===== src/hw/rtl/cco_pkg.sv =====
// Shared types, constants and Q16.16 helpers for the chase camera core.
`timescale 1ns / 1ps
package cco_pkg;

   localparam int DELAY_DEPTH = 16;
   localparam int RING_AW     = $clog2(DELAY_DEPTH);
   localparam int QUEUE_DEPTH = 2;
   localparam int QUEUE_AW    = $clog2(QUEUE_DEPTH);
   localparam int QUEUE_CW    = $clog2(QUEUE_DEPTH + 1);
   localparam int CSR_AW      = 4;

   localparam logic [1:0] MODE_FIXED   = 2'd0;
   localparam logic [1:0] MODE_GLUED   = 2'd1;
   localparam logic [1:0] MODE_DELAYED = 2'd2;

   localparam logic [1:0] REG_MODE      = 2'd0;
   localparam logic [1:0] REG_OFF_RIGHT = 2'd1;
   localparam logic [1:0] REG_OFF_UP    = 2'd2;
   localparam logic [1:0] REG_OFF_FWD   = 2'd3;

   localparam logic [31:0] OFF_RIGHT_RESET = 32'h0000_0000;
   localparam logic [31:0] OFF_UP_RESET    = 32'h0002_0000;
   localparam logic [31:0] OFF_FWD_RESET   = 32'h000F_0000;

   typedef logic [31:0] q16_type;

   typedef struct packed {
      q16_type [2:0] fwd;
      q16_type [2:0] up;
   } cco_orient_type;

   typedef struct packed {
      q16_type [2:0]  pos;
      cco_orient_type ori;
      logic           offset_en;
   } cco_entry_type;

   typedef struct packed {
      q16_type right;
      q16_type up;
      q16_type fwd;
   } cco_offset_type;

   // Q16.16 product, round to nearest, ties up, unsaturated
   function automatic logic signed [47:0] qmul(input logic signed [31:0] a,
                                              input logic signed [31:0] b);
      logic signed [63:0] p;
      p = a * b;
      p = p + 64'sd32768;
      return p[63:16];
   endfunction

   function automatic logic [31:0] sat49(input logic signed [48:0] v);
      if (v > 49'sd2147483647)
         return 32'h7FFF_FFFF;
      else if (v < -49'sd2147483648)
         return 32'h8000_0000;
      else
         return v[31:0];
   endfunction

   function automatic logic [31:0] sat34(input logic signed [33:0] v);
      if (v > 34'sd2147483647)
         return 32'h7FFF_FFFF;
      else if (v < -34'sd2147483648)
         return 32'h8000_0000;
      else
         return v[31:0];
   endfunction

endpackage


===== src/hw/rtl/cco_front.sv =====
// Front end: accepts body words, keeps held orientation and the delay ring.
`timescale 1ns / 1ps
module cco_front (
   input  logic                          clock,
   input  logic                          reset,
   input  logic                          req_valid,
   output logic                          req_ready,
   input  cco_pkg::q16_type [2:0]        body_pos,
   input  cco_pkg::q16_type [2:0]        body_fwd,
   input  cco_pkg::q16_type [2:0]        body_up,
   input  logic [1:0]                    camera_mode,
   input  logic                          q_full,
   output logic                          q_push,
   output cco_pkg::cco_entry_type        q_entry
);
   import cco_pkg::*;

   cco_orient_type        held_ff, held_in;
   cco_orient_type        ring_rd_ff;
   cco_orient_type        ring_mem [DELAY_DEPTH];
   logic [RING_AW-1:0]    head_ff, head_in;
   logic [RING_AW-1:0]    fill_ff, fill_in;
   logic [RING_AW-1:0]    wr_addr;
   logic [RING_AW:0]      wr_sum;
   logic                  pop_ff, pop_in;
   q16_type [2:0]         pend_pos_ff, pend_pos_in;
   logic                  accept, ring_wr, ring_rd, ring_full;
   cco_orient_type        body_ori;

   assign body_ori  = {body_fwd, body_up};
   assign req_ready = !pop_ff && !q_full;
   assign accept    = req_valid && req_ready;
   assign ring_full = (fill_ff == RING_AW'(DELAY_DEPTH - 1));
   assign ring_wr   = accept && (camera_mode == MODE_DELAYED);
   assign ring_rd   = ring_wr && ring_full;
   assign wr_sum    = {1'b0, head_ff} + {1'b0, fill_ff};
   assign wr_addr   = (wr_sum >= (RING_AW + 1)'(DELAY_DEPTH)) ?
                      RING_AW'(wr_sum - (RING_AW + 1)'(DELAY_DEPTH)) :
                      wr_sum[RING_AW-1:0];

   always_comb begin
      held_in     = held_ff;
      head_in     = head_ff;
      fill_in     = fill_ff;
      pop_in      = 1'b0;
      pend_pos_in = pend_pos_ff;
      q_push      = 1'b0;
      q_entry     = {body_pos, held_ff, 1'b0};
      if (pop_ff) begin
         // oldest ring entry becomes the held orientation
         held_in = ring_rd_ff;
         q_push  = 1'b1;
         q_entry = {pend_pos_ff, ring_rd_ff, 1'b1};
      end else if (accept) begin
         case (camera_mode)
            MODE_GLUED: begin
               held_in = body_ori;
               q_push  = 1'b1;
               q_entry = {body_pos, body_ori, 1'b1};
            end
            MODE_DELAYED: begin
               if (ring_full) begin
                  head_in     = (head_ff == RING_AW'(DELAY_DEPTH - 1)) ? '0 :
                                head_ff + 1'b1;
                  pop_in      = 1'b1;
                  pend_pos_in = body_pos;
               end else begin
                  fill_in = fill_ff + 1'b1;
                  q_push  = 1'b1;
                  q_entry = {body_pos, held_ff, 1'b1};
               end
            end
            default: begin
               q_push  = 1'b1;
               q_entry = {body_pos, held_ff, 1'b0};
            end
         endcase
      end
   end

   always_ff @(posedge clock) begin
      if (reset) begin
         held_ff <= '0;
         head_ff <= '0;
         fill_ff <= '0;
         pop_ff  <= 1'b0;
      end else begin
         held_ff <= held_in;
         head_ff <= head_in;
         fill_ff <= fill_in;
         pop_ff  <= pop_in;
      end
   end

   always_ff @(posedge clock) begin
      pend_pos_ff <= pend_pos_in;
   end

   always_ff @(posedge clock) begin
      if (ring_wr) begin
         ring_mem[wr_addr] <= body_ori;
      end
      if (ring_rd) begin
         ring_rd_ff <= ring_mem[head_ff];
      end
   end

endmodule


===== config.mk =====
export PLATFORM = sky130hd
export DESIGN_NAME = cco_front
export DESIGN_NICKNAME = d
export VERILOG_FILES = /design/src/hw/rtl/cco_pkg.sv /design/src/hw/rtl/cco_front.sv
export SDC_FILE = /design/constraint.sdc
export NUM_CORES = 2
export LEC_CHECK = 0
export BUFFER_PORTS_ARGS = -buffer_cell sky130_fd_sc_hd__buf_2
export CORE_ASPECT_RATIO = 0.6
export CORE_MARGIN = 2
export CORE_UTILIZATION = 25
export DETAILED_ROUTE_END_ITERATION = 7
export GPL_TIMING_DRIVEN = 0
export HOLD_SLACK_MARGIN = 0.03
export PLACE_DENSITY = 0.5
export REMOVE_ABC_BUFFERS = 1
export SLEW_MARGIN = 20
export SYNTH_ARGS = -nofsm -noshare
export SYNTH_HDL_FRONTEND = slang
export SYNTH_SLANG_ARGS = --single-unit

===== constraint.sdc =====
create_clock -name clock -period 12 [get_ports clock]
set_input_delay 2.4 -clock clock [delete_from_list [all_inputs] [get_ports clock]]
set_output_delay 2.4 -clock clock [all_outputs]
set_load 0.005 [all_outputs]

==> summary.txt <==
status -> finished clean
post-route antenna net violation count -> 0
Final Hold Vio Count -> 0
initial antenna violation count -> 68
Initial Util -> 0.251
top-count cell post-synth -> edfxtp_1
Post-Route Skew -> 0.0656 ns
RSZ-0062 raised after global routing -> false
layout cells sized above 1 -> 0.316
NetSw -> 0.00537 W
Clock Power Share -> 0.453
worst min path class -> register to register
endpoints failing setup -> 0
first-pass GRT wire length -> 558000 microns
Pint -> 0.0204 W
I/O Pins -> 585
core box area -> 0.545 sq mm
Max IR drop VDD -> 0.121 mV
Distinct cells, synth -> 40
GRT met3 Usage -> 0.0332
WS Path Type -> input pin to output port
EDFF count, synth -> 3360
GR Overflow Total -> 0
Critical Path AT -> 5.51 ns
setup TNS -> 0 ns
die area -> 0.553 sq mm
Die W -> 958 microns
startpoint types -> input pin
Final Core Density -> 0.310
Pwr per Cell Area -> 152 mW/mm^2
CP max stage cell -> nor4b_4
Via Count -> 71791
M1 GR Usage -> 0.192
Slew @ Worst Pin -> 0.965 ns
wire per inst -> 26.0 microns
DP HPWL -> 256000 microns
CTS Sinks -> 3561
CTS tree -> yes
pin count of the biggest net entering global routing -> 73
Sequential Power Share -> 0.529
worst slack at placement -> 4.01 ns
DRT iter0 DRCs -> 7330
Critical Path, Cell by Cell -> buf_2 > inv_1 > ha_1 > nor4b_4 > and2_4 > buf_16 > buf_16 > buf_16 > a221oi_1 > nor2_1 > buf_2
Req. time, crit path -> 9.60 ns
Synth-to-Final Area Change -> 23.8%
Comb pwr share -> 0.019
CTS max path bufs -> 4
top cells by count, synth -> 3360 x edfxtp_1, 768 x mux4_2, 518 x a22oi_1
mapped cell area -> 0.137 sq mm
Global Route Usage Sum -> 0.138
clock buffer count from CTS -> 359
Synth area leaders -> edfxtp_1 74%, mux4_2 13%, dfxtp_1 2.9%
RePlAce Congestion -> 0.656
CP endpoint kind -> output port
Synthesis Warnings -> 0
Die H -> 577 microns
WL final -> 397000 microns
Max Slew Vio Count -> 0
post-cts sizing count -> 0
number of global-route vias before repair -> 73324
Tmin final -> 7.91 ns
Crit path top cell by count -> buf_16
gr busiest metal -> met2
top_reg_cell synth -> edfxtp_1
nets -> 7918
Crit path max-delay family -> simple AND/OR/NAND/NOR gates
number of stages on the worst setup path -> 11
standard-cell row count -> 210
H-Tree Depth -> 5
Reg2Reg Depth -> 13
critical path fanouts, max -> 44
Fmax -> 126 MHz
CP peak stage delay -> 0.49 ns
cell taking the most area after synthesis -> edfxtp_1
CTS Root Buffer Type -> clkbuf_16
port bufs -> 584
DR pass1 iterations -> 6
ys async rst share -> 0
Final WS setup -> 4.09 ns
Max-Cap Viols -> 0
Switching Share -> 0.209
post-CTS setup buffers -> 0
CP bufs+invs -> 6
Lkg Pwr -> 52.8 nW
Hold Crit Depth -> 2
final worst-path cycle share -> 0.659
hold_buf cts -> 0
DRC errors left -> 0
vias per cell -> 4.71
Seq/Total Area, Yosys -> 0.768
clock-pin transition on the worst setup and hold timing paths -> 0.06 ns
met2 Track Usage GR -> 0.220
Synth Instances -> 6684
Yosys reg bits -> 3561
Skew-Pair Late Insertion Delay -> 0.99 ns
Slew HR -> 0.338
post-synth top area share -> 0.738
syn avg cell area -> 20.4 sq um
-- kinds of logic after synthesis --
kind of cell	after synthesis	synth area share
flops	3561	0.768
simple gates	950	0.0324
mux	868	0.135
compound gates	852	0.0489
buf+inv	438	0.0149
fa+ha+maj	8	0.000787
xor+xnor	7	0.000449
-- worst reg2reg max path: cells and delay by family (launching register included) --
| family | cells | cell delay, ns |
|---|---|---|
| buf+inv | 7 | 1.57 |
| simple gates | 2 | 0.83 |
| fa+ha+maj | 2 | 0.78 |
| flops | 1 | 0.55 |
| mux | 1 | 0.29 |
| xor+xnor | 1 | 0.20 |
-- path summary, 6_finish.rpt --
kind                  startpoint                 to  slack, ns
hold / removal      held_ff[115]       held_ff[115]       0.45
setup reg to reg      head_ff[0]  ring_mem[10][178]       7.40
hold reg to reg     held_ff[115]       held_ff[115]       0.45
setup / recovery  camera_mode[0]        q_entry[16]       4.09
-- registers in the layout, summed over array words and instances, names as in the netlist --
| register | count |
|---|---|
| pop_ff | 1 |
| head_ff | 4 |
| held_ff | 192 |
| ring_mem | 3072 |
| fill_ff | 4 |
| pend_pos_ff | 96 |
| ring_rd_ff | 192 |
-- area by class of cell --
cell class              count  area (sq um)
multi-input cells        2685         29900
inverters                   4          15.0
clock buffers             476          9870
diodes                     19          47.5
repair buffers           1005         12900
fillers                 52142        376000
flip-flops and latches   3561        105000
well taps                7314          9150
clock inverters           193          2310
-- power groups by stage --
| stage | logic (W) | registers [W] | clock network (W) |
|---|---|---|---|
| after floorplan | 0.000124 | 0.0139 | 0 |
| after global placement | 0.000455 | 0.0139 | 0 |
| after detailed placement | 0.000493 | 0.0139 | 0 |
| after CTS | 0.000494 | 0.0136 | 0.0120 |
| after global routing | 0.000534 | 0.0136 | 0.0124 |
| final | 0.000487 | 0.0136 | 0.0116 |
-- layer usage --
layer  vias up  part of all wire
met1     38936              0.44
met2      2377              0.47
met5         -           0.00086
met4        54             0.024
met3       630             0.072
li1      29794                 -
-- cells in the final DEF (no fill, tap or decap), drive strengths merged, types with 129 or more instances in the layout --
cell / netlist / layout
a22oi: 518 / 518
buf: 205 / 1005
clkbuf: 229 / 476
dfxtp: 201 / 201
edfxtp: 3360 / 3360
mux4: 768 / 768
nand2: 401 / 401
nor2: 154 / 154
nor2b: 252 / 252
nor3: 129 / 129
-- through the flow --
step                      instances  power (W)  instance area [sq um]  hold slack, ns
after floorplan                6250     0.0140                 135000           0.426
after global placement        14148     0.0143                 147000           0.439
after CTS                     15238     0.0261                 169000           0.452
after detailed placement      14569     0.0144                 157000           0.443
after global routing          15243     0.0266                 169000           0.467
final                         15257     0.0257                 169000           0.451
No activity file was read; power rests on OpenSTA's default activity.
